$ cat config.mk
export PLATFORM = sky130hd
export DESIGN_NAME = priority_round_robin_thread_scheduler_core
export DESIGN_NICKNAME = d
export VERILOG_FILES = /design/src/hw/rtl/prrts_pkg.sv /design/src/hw/rtl/prrts_ctrl.sv /design/src/hw/rtl/prrts_dp.sv /design/src/hw/rtl/priority_round_robin_thread_scheduler_core.sv
export SDC_FILE = /design/constraint.sdc
export NUM_CORES = 2
export LEC_CHECK = 0
export ABC_AREA = 1
export BUFFER_PORTS_ARGS = -buffer_cell sky130_fd_sc_hd__buf_4
export CAP_MARGIN = 40
export CORE_UTILIZATION = 45
export DETAILED_ROUTE_END_ITERATION = 12
export PLACE_DENSITY_LB_ADDON = 0.25
export SYNTH_ARGS = -nofsm -noshare
export SYNTH_HDL_FRONTEND = slang
export SYNTH_SLANG_ARGS = --single-unit
export TNS_END_PERCENT = 30
$ cat constraint.sdc
create_clock -name clk_i -period 17.4 [get_ports clk_i]
set_clock_uncertainty 0.1 [all_clocks]
set_input_delay 2.61 -clock clk_i [delete_from_list [all_inputs] [get_ports clk_i]]
set_output_delay 2.61 -clock clk_i [all_outputs]
set_load 0.05 [all_outputs]
$ cat src/hw/rtl/prrts_pkg.sv
// shared types and constants for the priority round-robin thread scheduler
// no dependencies; used by prrts_ctrl, prrts_dp and the top level
package prrts_pkg;

  localparam int ThreadSlots = 16;
  localparam int SlotW = $clog2(ThreadSlots);
  localparam int CntW = $clog2(ThreadSlots + 1);
  localparam int PrioW = 8;
  localparam int BestW = PrioW + 1;
  localparam int WordW = 32;
  localparam int GenW = 16;
  localparam int OpW = 3;
  localparam int StatW = 3;

  typedef enum logic [OpW-1:0] {
    OP_ADD      = 3'd0,
    OP_KILL_ID  = 3'd1,
    OP_KILL_CUR = 3'd2,
    OP_SLEEP    = 3'd3,
    OP_BLOCK    = 3'd4,
    OP_TICK     = 3'd5,
    OP_SCHED    = 3'd6
  } opcode_e;

  typedef enum logic [StatW-1:0] {
    ST_OK       = 3'd0,
    ST_FULL     = 3'd1,
    ST_BADPRIO  = 3'd2,
    ST_NOKILL   = 3'd3,
    ST_NOTHREAD = 3'd4,
    ST_EMPTY    = 3'd5
  } status_e;

  typedef enum logic [3:0] {
    S_IDLE,
    S_DISPATCH,
    S_FIND,
    S_UNLINK,
    S_WAKE,
    S_SCHED_INIT,
    S_SCHED_LOOP,
    S_OUT
  } state_e;

  typedef enum logic [3:0] {
    CMD_NONE,
    CMD_LOAD,
    CMD_ADD,
    CMD_WALK_INIT,
    CMD_WALK_STEP,
    CMD_UNLINK,
    CMD_SLEEP,
    CMD_BLOCK,
    CMD_WAKE_STEP,
    CMD_SCHED_INIT,
    CMD_SCHED_STEP,
    CMD_SCHED_END,
    CMD_OUTPUT
  } cmd_op_e;

  typedef struct packed {
    cmd_op_e op;
    status_e status;
  } dp_cmd_t;

  typedef struct packed {
    logic full;
    logic bad_prio;
    logic lt_two;
    logic cur_valid;
    logic cnt_done;
    logic id_match;
    logic walk_is_cur;
  } dp_stat_t;

endpackage

$ cat src/hw/rtl/prrts_ctrl.sv
// sequencer for the thread scheduler: decodes the operation and steps the datapath
// depends on prrts_pkg
module prrts_ctrl (
  input  logic                          clk_i,
  input  logic                          rst_ni,
  input  logic                          start,
  input  logic [prrts_pkg::OpW-1:0]     opcode_i,
  input  prrts_pkg::dp_stat_t           stat_i,
  output prrts_pkg::dp_cmd_t            cmd_o,
  output logic                          busy
);

  prrts_pkg::state_e state_q, state_d;
  logic [prrts_pkg::OpW-1:0] op_q, op_d;
  prrts_pkg::status_e st_q, st_d;

  always_ff @(posedge clk_i or negedge rst_ni) begin
    if (!rst_ni) begin
      state_q <= prrts_pkg::S_IDLE;
      op_q    <= '0;
      st_q    <= prrts_pkg::ST_OK;
    end else begin
      state_q <= state_d;
      op_q    <= op_d;
      st_q    <= st_d;
    end
  end

  always_comb begin
    state_d = state_q;
    op_d = op_q;
    st_d = st_q;
    cmd_o.op = prrts_pkg::CMD_NONE;
    cmd_o.status = st_q;
    case (state_q)
      prrts_pkg::S_IDLE: begin
        if (start) begin
          cmd_o.op = prrts_pkg::CMD_LOAD;
          op_d = opcode_i;
          st_d = prrts_pkg::ST_OK;
          state_d = prrts_pkg::S_DISPATCH;
        end
      end
      prrts_pkg::S_DISPATCH: begin
        state_d = prrts_pkg::S_OUT;
        case (op_q)
          prrts_pkg::OP_ADD: begin
            if (stat_i.full) st_d = prrts_pkg::ST_FULL;
            else if (stat_i.bad_prio) st_d = prrts_pkg::ST_BADPRIO;
            else cmd_o.op = prrts_pkg::CMD_ADD;
          end
          prrts_pkg::OP_KILL_ID: begin
            if (stat_i.lt_two) st_d = prrts_pkg::ST_NOKILL;
            else begin
              cmd_o.op = prrts_pkg::CMD_WALK_INIT;
              state_d = prrts_pkg::S_FIND;
            end
          end
          prrts_pkg::OP_KILL_CUR: begin
            if (!stat_i.cur_valid) st_d = prrts_pkg::ST_EMPTY;
            else if (stat_i.lt_two) st_d = prrts_pkg::ST_NOKILL;
            else begin
              cmd_o.op = prrts_pkg::CMD_WALK_INIT;
              state_d = prrts_pkg::S_UNLINK;
            end
          end
          prrts_pkg::OP_SLEEP: begin
            if (!stat_i.cur_valid) st_d = prrts_pkg::ST_EMPTY;
            else begin
              cmd_o.op = prrts_pkg::CMD_SLEEP;
              state_d = prrts_pkg::S_SCHED_INIT;
            end
          end
          prrts_pkg::OP_BLOCK: begin
            if (!stat_i.cur_valid) st_d = prrts_pkg::ST_EMPTY;
            else begin
              cmd_o.op = prrts_pkg::CMD_WALK_INIT;
              state_d = prrts_pkg::S_FIND;
            end
          end
          prrts_pkg::OP_TICK: begin
            if (!stat_i.cur_valid) st_d = prrts_pkg::ST_EMPTY;
            else begin
              cmd_o.op = prrts_pkg::CMD_WALK_INIT;
              state_d = prrts_pkg::S_WAKE;
            end
          end
          prrts_pkg::OP_SCHED: begin
            if (!stat_i.cur_valid) st_d = prrts_pkg::ST_EMPTY;
            else state_d = prrts_pkg::S_SCHED_INIT;
          end
          default: ;
        endcase
      end
      prrts_pkg::S_FIND: begin
        if (stat_i.cnt_done) begin
          st_d = prrts_pkg::ST_NOTHREAD;
          state_d = prrts_pkg::S_OUT;
        end else if (stat_i.id_match) begin
          if (op_q == prrts_pkg::OP_KILL_ID) state_d = prrts_pkg::S_UNLINK;
          else begin
            cmd_o.op = prrts_pkg::CMD_BLOCK;
            state_d = prrts_pkg::S_OUT;
          end
        end else begin
          cmd_o.op = prrts_pkg::CMD_WALK_STEP;
        end
      end
      prrts_pkg::S_UNLINK: begin
        cmd_o.op = prrts_pkg::CMD_UNLINK;
        if (op_q == prrts_pkg::OP_KILL_CUR || stat_i.walk_is_cur)
          state_d = prrts_pkg::S_SCHED_INIT;
        else
          state_d = prrts_pkg::S_OUT;
      end
      prrts_pkg::S_WAKE: begin
        if (stat_i.cnt_done) state_d = prrts_pkg::S_SCHED_INIT;
        else cmd_o.op = prrts_pkg::CMD_WAKE_STEP;
      end
      prrts_pkg::S_SCHED_INIT: begin
        cmd_o.op = prrts_pkg::CMD_SCHED_INIT;
        state_d = prrts_pkg::S_SCHED_LOOP;
      end
      prrts_pkg::S_SCHED_LOOP: begin
        if (stat_i.cnt_done) begin
          cmd_o.op = prrts_pkg::CMD_SCHED_END;
          state_d = prrts_pkg::S_OUT;
        end else begin
          cmd_o.op = prrts_pkg::CMD_SCHED_STEP;
        end
      end
      prrts_pkg::S_OUT: begin
        cmd_o.op = prrts_pkg::CMD_OUTPUT;
        state_d = prrts_pkg::S_IDLE;
      end
      default: state_d = prrts_pkg::S_IDLE;
    endcase
  end

  assign busy = (state_q != prrts_pkg::S_IDLE);

endmodule

$ cat src/hw/rtl/prrts_dp.sv
// slot table, ring links, walk pointer and result registers of the thread scheduler
// depends on prrts_pkg
module prrts_dp (
  input  logic                            clk_i,
  input  logic                            rst_ni,
  input  prrts_pkg::dp_cmd_t              cmd_i,
  output prrts_pkg::dp_stat_t             stat_o,
  input  logic [prrts_pkg::OpW-1:0]       opcode_i,
  input  logic [prrts_pkg::PrioW-1:0]     priority_req_i,
  input  logic [prrts_pkg::WordW-1:0]     target_id_i,
  input  logic [prrts_pkg::WordW-1:0]     sleep_ticks_i,
  input  logic                            block_flag_i,
  input  logic                            cfg_we_i,
  input  logic [prrts_pkg::PrioW-1:0]     cfg_wdata_i,
  output logic                            done_o,
  output logic [prrts_pkg::StatW-1:0]     status_o,
  output logic [prrts_pkg::SlotW-1:0]     running_slot_o,
  output logic                            running_valid_o,
  output logic [prrts_pkg::WordW-1:0]     running_thread_id_o,
  output logic [prrts_pkg::WordW-1:0]     added_id_o
);

  localparam int N = prrts_pkg::ThreadSlots;
  localparam int SW = prrts_pkg::SlotW;
  localparam int CW = prrts_pkg::CntW;
  localparam int PW = prrts_pkg::PrioW;
  localparam int BW = prrts_pkg::BestW;
  localparam int WW = prrts_pkg::WordW;
  localparam int GW = prrts_pkg::GenW;

  // per-slot storage
  logic [N-1:0]  alive_q;
  logic [PW-1:0] prio_q [N];
  logic          blk_q [N];
  logic          slp_q [N];
  logic [WW-1:0] wake_q [N];
  logic [SW-1:0] next_q [N];
  logic [SW-1:0] prev_q [N];
  logic [GW-1:0] gen_q [N];

  // control state
  logic [CW-1:0] total_q;
  logic [SW-1:0] cur_q;
  logic          cur_valid_q;
  logic [GW-1:0] gen_cnt_q;
  logic [WW-1:0] time_q;
  logic [PW-1:0] max_prio_q;

  // walk state
  logic [SW-1:0] walk_q;
  logic [CW-1:0] cnt_q;
  logic [SW-1:0] first_q;
  logic [SW-1:0] pick_q;
  logic [BW-1:0] best_q;
  logic          found_q;

  // latched operands
  logic [PW-1:0] prio_in_q;
  logic [WW-1:0] target_q;
  logic [WW-1:0] ticks_q;
  logic          flag_q;
  logic [WW-1:0] added_q;

  logic [SW-1:0] raddr;
  logic [SW-1:0] free_slot;
  logic [SW-1:0] rd_next, rd_prev;
  logic [PW-1:0] rd_prio;
  logic [GW-1:0] rd_gen;
  logic          rd_blk, rd_slp;
  logic [WW-1:0] rd_wake;
  logic          ready;

  always_comb begin
    case (cmd_i.op)
      prrts_pkg::CMD_ADD, prrts_pkg::CMD_SCHED_INIT, prrts_pkg::CMD_OUTPUT: raddr = cur_q;
      default: raddr = walk_q;
    endcase
  end

  assign rd_next = next_q[raddr];
  assign rd_prev = prev_q[raddr];
  assign rd_prio = prio_q[raddr];
  assign rd_gen  = gen_q[raddr];
  assign rd_blk  = blk_q[raddr];
  assign rd_slp  = slp_q[raddr];
  assign rd_wake = wake_q[raddr];
  assign ready   = !rd_blk && !rd_slp;

  // lowest free slot
  always_comb begin
    free_slot = '0;
    for (int i = N - 1; i >= 0; i--) begin
      if (!alive_q[i]) free_slot = SW'(i);
    end
  end

  assign stat_o.full        = (total_q >= CW'(N));
  assign stat_o.bad_prio    = (prio_in_q > max_prio_q);
  assign stat_o.lt_two      = (total_q < CW'(2));
  assign stat_o.cur_valid   = cur_valid_q;
  assign stat_o.cnt_done    = (cnt_q == total_q);
  assign stat_o.id_match    = (rd_gen == target_q[WW-1:GW]) &&
                              (target_q[GW-1:0] == GW'(walk_q));
  assign stat_o.walk_is_cur = (walk_q == cur_q);

  // control registers
  always_ff @(posedge clk_i or negedge rst_ni) begin
    if (!rst_ni) begin
      alive_q     <= '0;
      total_q     <= '0;
      cur_q       <= '0;
      cur_valid_q <= 1'b0;
      gen_cnt_q   <= '0;
      time_q      <= '0;
      max_prio_q  <= '1;
      done_o      <= 1'b0;
    end else begin
      done_o <= (cmd_i.op == prrts_pkg::CMD_OUTPUT);
      if (cfg_we_i) max_prio_q <= cfg_wdata_i;
      case (cmd_i.op)
        prrts_pkg::CMD_LOAD: begin
          if (opcode_i == prrts_pkg::OP_TICK) time_q <= time_q + WW'(1);
        end
        prrts_pkg::CMD_ADD: begin
          alive_q[free_slot] <= 1'b1;
          total_q <= total_q + CW'(1);
          gen_cnt_q <= gen_cnt_q + GW'(1);
          if (!cur_valid_q) begin
            cur_q <= free_slot;
            cur_valid_q <= 1'b1;
          end
        end
        prrts_pkg::CMD_UNLINK: begin
          alive_q[walk_q] <= 1'b0;
          total_q <= total_q - CW'(1);
        end
        prrts_pkg::CMD_SCHED_END: begin
          if (!found_q && !alive_q[cur_q]) cur_q <= first_q;
          else cur_q <= pick_q;
        end
        default: ;
      endcase
    end
  end

  // slot tables, walk state and results
  always_ff @(posedge clk_i) begin
    case (cmd_i.op)
      prrts_pkg::CMD_LOAD: begin
        prio_in_q <= priority_req_i;
        target_q  <= target_id_i;
        ticks_q   <= sleep_ticks_i;
        flag_q    <= block_flag_i;
        added_q   <= '0;
      end
      prrts_pkg::CMD_ADD: begin
        blk_q[free_slot]  <= 1'b0;
        slp_q[free_slot]  <= 1'b0;
        wake_q[free_slot] <= '0;
        prio_q[free_slot] <= prio_in_q;
        gen_q[free_slot]  <= gen_cnt_q;
        added_q <= {gen_cnt_q, GW'(free_slot)};
        if (!cur_valid_q) begin
          next_q[free_slot] <= free_slot;
          prev_q[free_slot] <= free_slot;
        end else begin
          next_q[rd_prev]   <= free_slot;
          prev_q[free_slot] <= rd_prev;
          next_q[free_slot] <= cur_q;
          prev_q[cur_q]     <= free_slot;
        end
      end
      prrts_pkg::CMD_WALK_INIT: begin
        walk_q <= cur_q;
        cnt_q  <= '0;
      end
      prrts_pkg::CMD_WALK_STEP: begin
        walk_q <= rd_next;
        cnt_q  <= cnt_q + CW'(1);
      end
      prrts_pkg::CMD_UNLINK: begin
        next_q[rd_prev] <= rd_next;
        prev_q[rd_next] <= rd_prev;
      end
      prrts_pkg::CMD_SLEEP: begin
        wake_q[cur_q] <= time_q + ticks_q;
        slp_q[cur_q]  <= 1'b1;
      end
      prrts_pkg::CMD_BLOCK: begin
        blk_q[walk_q] <= flag_q;
      end
      prrts_pkg::CMD_WAKE_STEP: begin
        if (rd_slp && rd_wake == time_q) slp_q[walk_q] <= 1'b0;
        walk_q <= rd_next;
        cnt_q  <= cnt_q + CW'(1);
      end
      prrts_pkg::CMD_SCHED_INIT: begin
        walk_q  <= rd_next;
        first_q <= rd_next;
        pick_q  <= cur_q;
        cnt_q   <= '0;
        best_q  <= BW'(1 << PW);
        found_q <= 1'b0;
      end
      prrts_pkg::CMD_SCHED_STEP: begin
        if (ready && ({1'b0, rd_prio} < best_q)) begin
          pick_q  <= walk_q;
          best_q  <= {1'b0, rd_prio};
          found_q <= 1'b1;
        end
        walk_q <= rd_next;
        cnt_q  <= cnt_q + CW'(1);
      end
      prrts_pkg::CMD_OUTPUT: begin
        status_o        <= cmd_i.status;
        running_valid_o <= cur_valid_q;
        running_slot_o  <= cur_valid_q ? cur_q : '0;
        running_thread_id_o <= cur_valid_q ? {rd_gen, GW'(cur_q)} : '0;
        added_id_o      <= added_q;
      end
      default: ;
    endcase
  end

endmodule

$ cat src/hw/rtl/priority_round_robin_thread_scheduler_core.sv
// top level of the priority round-robin thread scheduler
// depends on prrts_pkg, prrts_ctrl and prrts_dp
//
// channel   | handshake               | payload
// ----------+-------------------------+----------------------------------------------
// command   | start / busy            | opcode_i, priority_req_i, target_id_i,
//           |                         | sleep_ticks_i, block_flag_i
// result    | done_o (one-cycle)      | status_o, running_slot_o, running_valid_o,
//           |                         | running_thread_id_o, added_id_o
// config    | cfg_we_i                | cfg_wdata_i (priority ceiling for add)
//
// add and early error answers walk no ring; set blocked and kill by id search the ring for
// the target; schedule, sleep and kill current walk the ring once to pick; kill by id of the
// running thread searches and then picks; tick walks once to wake sleepers and once to pick.
// the ring walks visit one slot per cycle
// reset: all slots free, priority ceiling 255, time and generation zero
// the result transfer cannot be stalled; done_o pulses in the first cycle with busy low
module priority_round_robin_thread_scheduler_core (
  input  logic                          clk_i,
  input  logic                          rst_ni,
  input  logic                          start,
  output logic                          busy,
  input  logic [prrts_pkg::OpW-1:0]     opcode_i,
  input  logic [prrts_pkg::PrioW-1:0]   priority_req_i,
  input  logic [prrts_pkg::WordW-1:0]   target_id_i,
  input  logic [prrts_pkg::WordW-1:0]   sleep_ticks_i,
  input  logic                          block_flag_i,
  input  logic                          cfg_we_i,
  input  logic [prrts_pkg::PrioW-1:0]   cfg_wdata_i,
  output logic                          done_o,
  output logic [prrts_pkg::StatW-1:0]   status_o,
  output logic [prrts_pkg::SlotW-1:0]   running_slot_o,
  output logic                          running_valid_o,
  output logic [prrts_pkg::WordW-1:0]   running_thread_id_o,
  output logic [prrts_pkg::WordW-1:0]   added_id_o
);

  // command and status between sequencer and datapath
  prrts_pkg::dp_cmd_t  cmd;
  prrts_pkg::dp_stat_t stat;

  prrts_ctrl u_ctrl (
    .clk_i    (clk_i),
    .rst_ni   (rst_ni),
    .start    (start),
    .opcode_i (opcode_i),
    .stat_i   (stat),
    .cmd_o    (cmd),
    .busy     (busy)
  );

  prrts_dp u_dp (
    .clk_i               (clk_i),
    .rst_ni              (rst_ni),
    .cmd_i               (cmd),
    .stat_o              (stat),
    .opcode_i            (opcode_i),
    .priority_req_i      (priority_req_i),
    .target_id_i         (target_id_i),
    .sleep_ticks_i       (sleep_ticks_i),
    .block_flag_i        (block_flag_i),
    .cfg_we_i            (cfg_we_i),
    .cfg_wdata_i         (cfg_wdata_i),
    .done_o              (done_o),
    .status_o            (status_o),
    .running_slot_o      (running_slot_o),
    .running_valid_o     (running_valid_o),
    .running_thread_id_o (running_thread_id_o),
    .added_id_o          (added_id_o)
  );

endmodule

---- Word-level counts from Yosys, hierarchy flattened ----
Memory sizes are Yosys's and may differ from the RTL's.
Cells that the tools add are included.
operators by class
  bitwise gates (word level) .............. 9
  shift operators ......................... 0
  magnitude comparators ................... 9
  multipliers ............................. 0
  reductions and logical operators ........ 40
  eq/ne operators ......................... 42
  add/sub/neg operators ................... 6
  multiplexer cells ....................... 110
  div/mod/pow operators ................... 0
operators by type and width
  cell                     count
  $mux W4                  39
  $pmux W32 S2             1
  $mux W3                  14
  $pmux W4 S5              2
  $add A32 B1 Y32 const B  1
  $add A32 B32 Y32         1
  $eq A32 B32 Y1           1
  $eq A4 B3 Y1 const B     8
  $mux W32                 1
  $pmux W16 S2             1
  $pmux W4 S8              1
  $reduce_or A32 Y1        1
  $mux W1                  31
  $pmux W4 S7              1
  $pmux W4 S2              3
  $eq A4 B4 Y1 const B     5
  $pmux W5 S2              2
  $pmux W9 S2              1
  $add A16 B1 Y16 const B  1
  $and A16 B16 Y16         1
  $eq A16 B16 Y1           1
  $eq A16 B4 Y1            1
  $eq A4 B2 Y1 const B     4
  $not A16 Y16             1
  other kinds (45)         93
word-level totals
  memory bits (read-only) ................. 0
  latch bits .............................. 0
  bits in writable memories ............... 1056
  memories ................................ 7
  logic and storage cells ................. 251
  register bits after elaboration ......... 297
  input port bits ......................... 88
  output and inout bits ................... 74
memories
  memory       depth  bits a word  read ports  clocked after memory_dff  write ports  line            source
  u_dp.wake_q  16     32           1           0                         1            prrts_dp.sv:36  logic [WW-1:0] wake_q [N];
  u_dp.gen_q   16     16           1           0                         1            prrts_dp.sv:39  logic [GW-1:0] gen_q [N];
  u_dp.prio_q  16     8            1           0                         1            prrts_dp.sv:33  logic [PW-1:0] prio_q [N];
  u_dp.next_q  16     4            1           0                         2            prrts_dp.sv:37  logic [SW-1:0] next_q [N];
  u_dp.prev_q  16     4            1           0                         2            prrts_dp.sv:38  logic [SW-1:0] prev_q [N];
  u_dp.blk_q   16     1            1           0                         1            prrts_dp.sv:34  logic blk_q [N];
  +1 memories  --     --           --          --                        --           --

---- Logic depth before layout (Yosys ltp) ----
  gate-level depth with buffers ........... 37
  gate-level depth less buffers ........... 32

---- Hierarchy ----
A second synthesis with hierarchy kept.
second synthesis, totals
  cells, all modules ...................... 5312
  area total of the unflattened synthesis .. 58150.8 um^2
by module, submodules not included
  module      instances  area each (um^2)  cells each  seq. area each (um^2)
  prrts_dp    1          57284.9           5163        38722.1
  prrts_ctrl  1          865.8             149         225.2

---- Worst setup path after synthesis ----
OpenSTA, ideal clock, no wires.
  path kind ............................... register -> register
  start ................................... register u_dp.prio_in_q[3]
  end ..................................... register u_dp.best_q[0] (enable)
  data required time ...................... 16.939 ns
  data arrival time ....................... 5.242 ns
  setup time .............................. 0.361 ns
  period minus slack after synthesis ...... 5.703 ns
  stages on the path, launching flop included .. 27
  slack ................................... 11.697 ns
  buffers on the path ..................... 6
  cell sequence ........................... edfxtp_1 > ha_1 > nand2_1 > o21ai_0 > nand2_1 > o211ai_1 > a21oi_1 > nand2_1 > clkbuf_1 > nand2_1 > o21ai_0 > buf_2 > buf_2 > buf_1 > clkbuf_1 > clkbuf_1 > o221ai_1 > o211ai_1 > nand2_1 > ha_1 > a21oi_1 > nor2_1 > a211oi_1 > o22ai_1 > a221oi_1 > nand3_1 > nand2_1
RTL lines
  element                 line             source
  from (decl)             prrts_dp.sv:58   logic [PW-1:0] prio_in_q;
  from (signal assigned)  prrts_dp.sv:150  prio_in_q <= priority_req_i;
  to (signal assigned)    prrts_dp.sv:202  best_q <= BW'(1 << PW);
  to (signal assigned)    prrts_dp.sv:208  best_q <= {1'b0, rd_prio};
  to (decl)               prrts_dp.sv:54   logic [BW-1:0] best_q;

==> flow_summary_export.csv <==
group,metric,value,unit
yosys,synth_commonest_cells,"nand2_1, edfxtp_1, nor2_1",
sta,fmax,0.134,GHz
yosys,synthDominantCellAreaShare,62.2,%
clocking,clk-insertion-delay-late,790,ps
yosys,ys_warn_count,11,
yosys,synth_flop_cell,"edfxtp_1",
global_routing,grt_usage,24.6,%
detailed_routing,first_pass_iters,6,
setup_path,cp.required,17790,ps
detailed_routing,via_count,41900,
sta,setup_viol,0,
place,dpl.hpwl,95100,um
global_routing,antenna_found_initial,1,
yosys,syn_inst,5559,
pwr,p_leak,25.3,nW
setup_path,worstPathMaxFanout,202,
yosys,seq_area_frac_synth,66.1,%
sta,finalCritPeriodShare,43.0,%
detailed_routing,viasPerCell,5.56,
setup_path,critPathKind,"flip-flop to flip-flop",
yosys,yosys_register_bits,1312,
setup_path,critPathMaxStageDelay,750,ps
place,placement.io_buffers,137,
cells_and_area,area_growth,13.3,%
die,die-area,132000,um^2
cells_and_area,instances_no_fill,7527,
cells_and_area,nNetsFinal,5810,
setup_path,critPathSlowestCell,"buf_4",
place,placed_cells,7262,
die,die_w,364,um
global_routing,grt-ovfl-total,0,
clocking,clockBufferDepth,3,
yosys,synth_area,58900,um^2
die,start_util,45.5,%
die,rows,132,
clocking,cts_root_buffer,"clkbuf_16",
yosys,synth_top_area_cell,"edfxtp_1",
die,core_area,130000,um^2
cells_and_area,n_antenna_cell,0,
setup_path,crit_path_frequent_cell,"nand2_1",
outcome,status,"completed",
sta,timing.setup.tns,0,ps
clocking,clk_pin_slew,60,ps
detailed_routing,wl_per_cell,21.7,um
detailed_routing,antenna_left,0,
clocking,htreeDepth,4,
sta,rsz0062_at_grt,"false",
pwr,vdd_ir_drop_max,0.000181,V
min_path,hold_class,"flip-flop to flip-flop",
yosys,synth.most_common_cell,"nand2_1",
clocking,cts_buffers,142,
detailed_routing,drt_iter0_drc,4539,
clocking,postCtsSetupBuffers,0,
global_routing,first_global_vias,39900,
clocking,ctsHoldBuffers,0,
sta,worstMarginPinSlew,980,ps
sta,min_period,7480,ps
cells_and_area,drive_gt1_share,9.71,%
yosys,synth_area_leaders,"edfxtp_1, nand2_1, nor2_1, nand3_1, o21ai_0",
yosys,synth_edf_count,1220,
detailed_routing,routed_wl,163000,um
cells_and_area,final_util,51.5,%
global_routing,grt_pass1_wl,245000,um
clocking,cts.sinks,1312,
clocking,cts_tree,"done",
global_routing,grt_max_degree,203,
setup_path,arrival,7870,ps
yosys,avgSynthCellArea,10.6,um^2
flow_run,cap_violations,0,
yosys,async_flop_share,7.01,%
setup_path,critPathCaptureType,"flip-flop",
detailed_routing,drcViolationCount,0,
die,fp.dieH,364,um
setup_path,critPathLaunchType,"flip-flop",
sta,maxSlewViolCount,0,
sta,maxSlewHeadroom,34.0,%
die,ios,162,
sta,hold_viol,0,
pwr,power_density,168,nW/um^2
place,gp_congestion,0.950,
yosys,synthDistinctLibCells,60,
clocking,post_cts_resized,0,
## sequential cells by signal (all words and copies together), names as in the netlist, 32 cells and up
register / cells
u_dp.wake_q: 512
u_dp.prio_q: 128
u_dp.ticks_q: 32
u_dp.gen_q: 256
u_dp.next_q: 64
u_dp.time_q: 32
u_dp.prev_q: 64
u_dp.target_q: 32
## power by group
| part | switching (mW) | internal (mW) | leakage [nW] |
|---|---|---|---|
| logic | 3.23 | 1.20 | 10.1 |
| clock network | 1.26 | 1.73 | 2.26 |
| registers | 0.142 | 3.65 | 13.0 |
## cell usage in the layout, fill, tap and decap left out, types with 61 or more instances in the layout
| cell type | instances |
|---|---|
| a21oi_1 | 98 |
| clkbuf_16 | 147 |
| inv_1 | 358 |
| nand3_1 | 480 |
| o21ai_0 | 448 |
| xor2_1 | 61 |
| nor2_1 | 672 |
| o211ai_1 | 120 |
| edfxtp_1 | 1220 |
| nand2_1 | 1272 |
| buf_4 | 225 |
| dfrtp_1 | 84 |
## final timing paths
kind	depth (start not counted)	slack (ps)	from	end
worst max-delay path	32	9920	u_dp.prio_in_q[1]	u_dp.slp_q[3]
worst min-delay path	0	320	u_dp.added_q[17]	u_dp.added_id_o[17]
worst max register to register	32	9920	u_dp.prio_in_q[1]	u_dp.slp_q[3]
worst min register to register	0	320	u_dp.added_q[17]	u_dp.added_id_o[17]
max in group asynchronous	2	14100	rst_ni	u_dp.time_q[20]
min in group asynchronous	1	1830	rst_ni	u_dp.gen_cnt_q[4]
## worst max-delay path: cells and delay by family (launching register included)
| family | cells | cell delay, ps |
|---|---|---|
| adders and majority gates | 1 | 340 |
| DFF | 1 | 710 |
| buffers and inverters | 5 | 2180 |
| and+or+nand+nor | 21 | 2900 |
| AOI/OAI and AO/OA | 5 | 750 |
## final cells by class
type                            instances  area (um^2)
Clock buffer                          178         3840
Fill cell                           11300        62900
Sequential cell                      1312        38900
Tap cell                             1742         2180
Timing Repair Buffer                  248         2140
Clock inverter                         83          766
Multi-Input combinational cell       3591        17400
Inverter                              373         1420
## metal layers
layer  vias to the layer above  global-route usage, %  share of wire (%)
li1                      19500                      -                  -
met1                     20200                   34.1                 42
met2                      1763                   39.9                 47
met3                       315                   3.86                7.4
met4                         0                   7.88                2.9
met5                         -                      0                  0
## cell families (layout without fill, tap and decap cells)
family	Yosys count	count (layout)	share of synthesized area, %
AO/OA/AOI/OAI	853	853	8.43
adder cells (fa/ha/maj)	54	54	1.17
buffers and inverters	679	882	5.03
XOR/XNOR	83	83	1.23
other	1	24	0.00636
AND/OR/NAND/NOR	2576	2576	18.0
multiplexers	1	1	0.0191
flip-flops	1312	1312	66.1
## through the flow
step           hold slack [ps]  cell area (um^2)  total power [mW]  worst slack [ps]
3_5_place_dp               305             62100              8.22              9910
6_report                   316             66700              11.2              9920
5_1_grt                    325             66700              11.8              9290
2_1_floorplan              300             59000              6.89             11700
3_3_place_gp               305             61600              8.09              9690
4_1_cts                    319             66700              11.2              9900
Power figures use the tool's default switching activity.
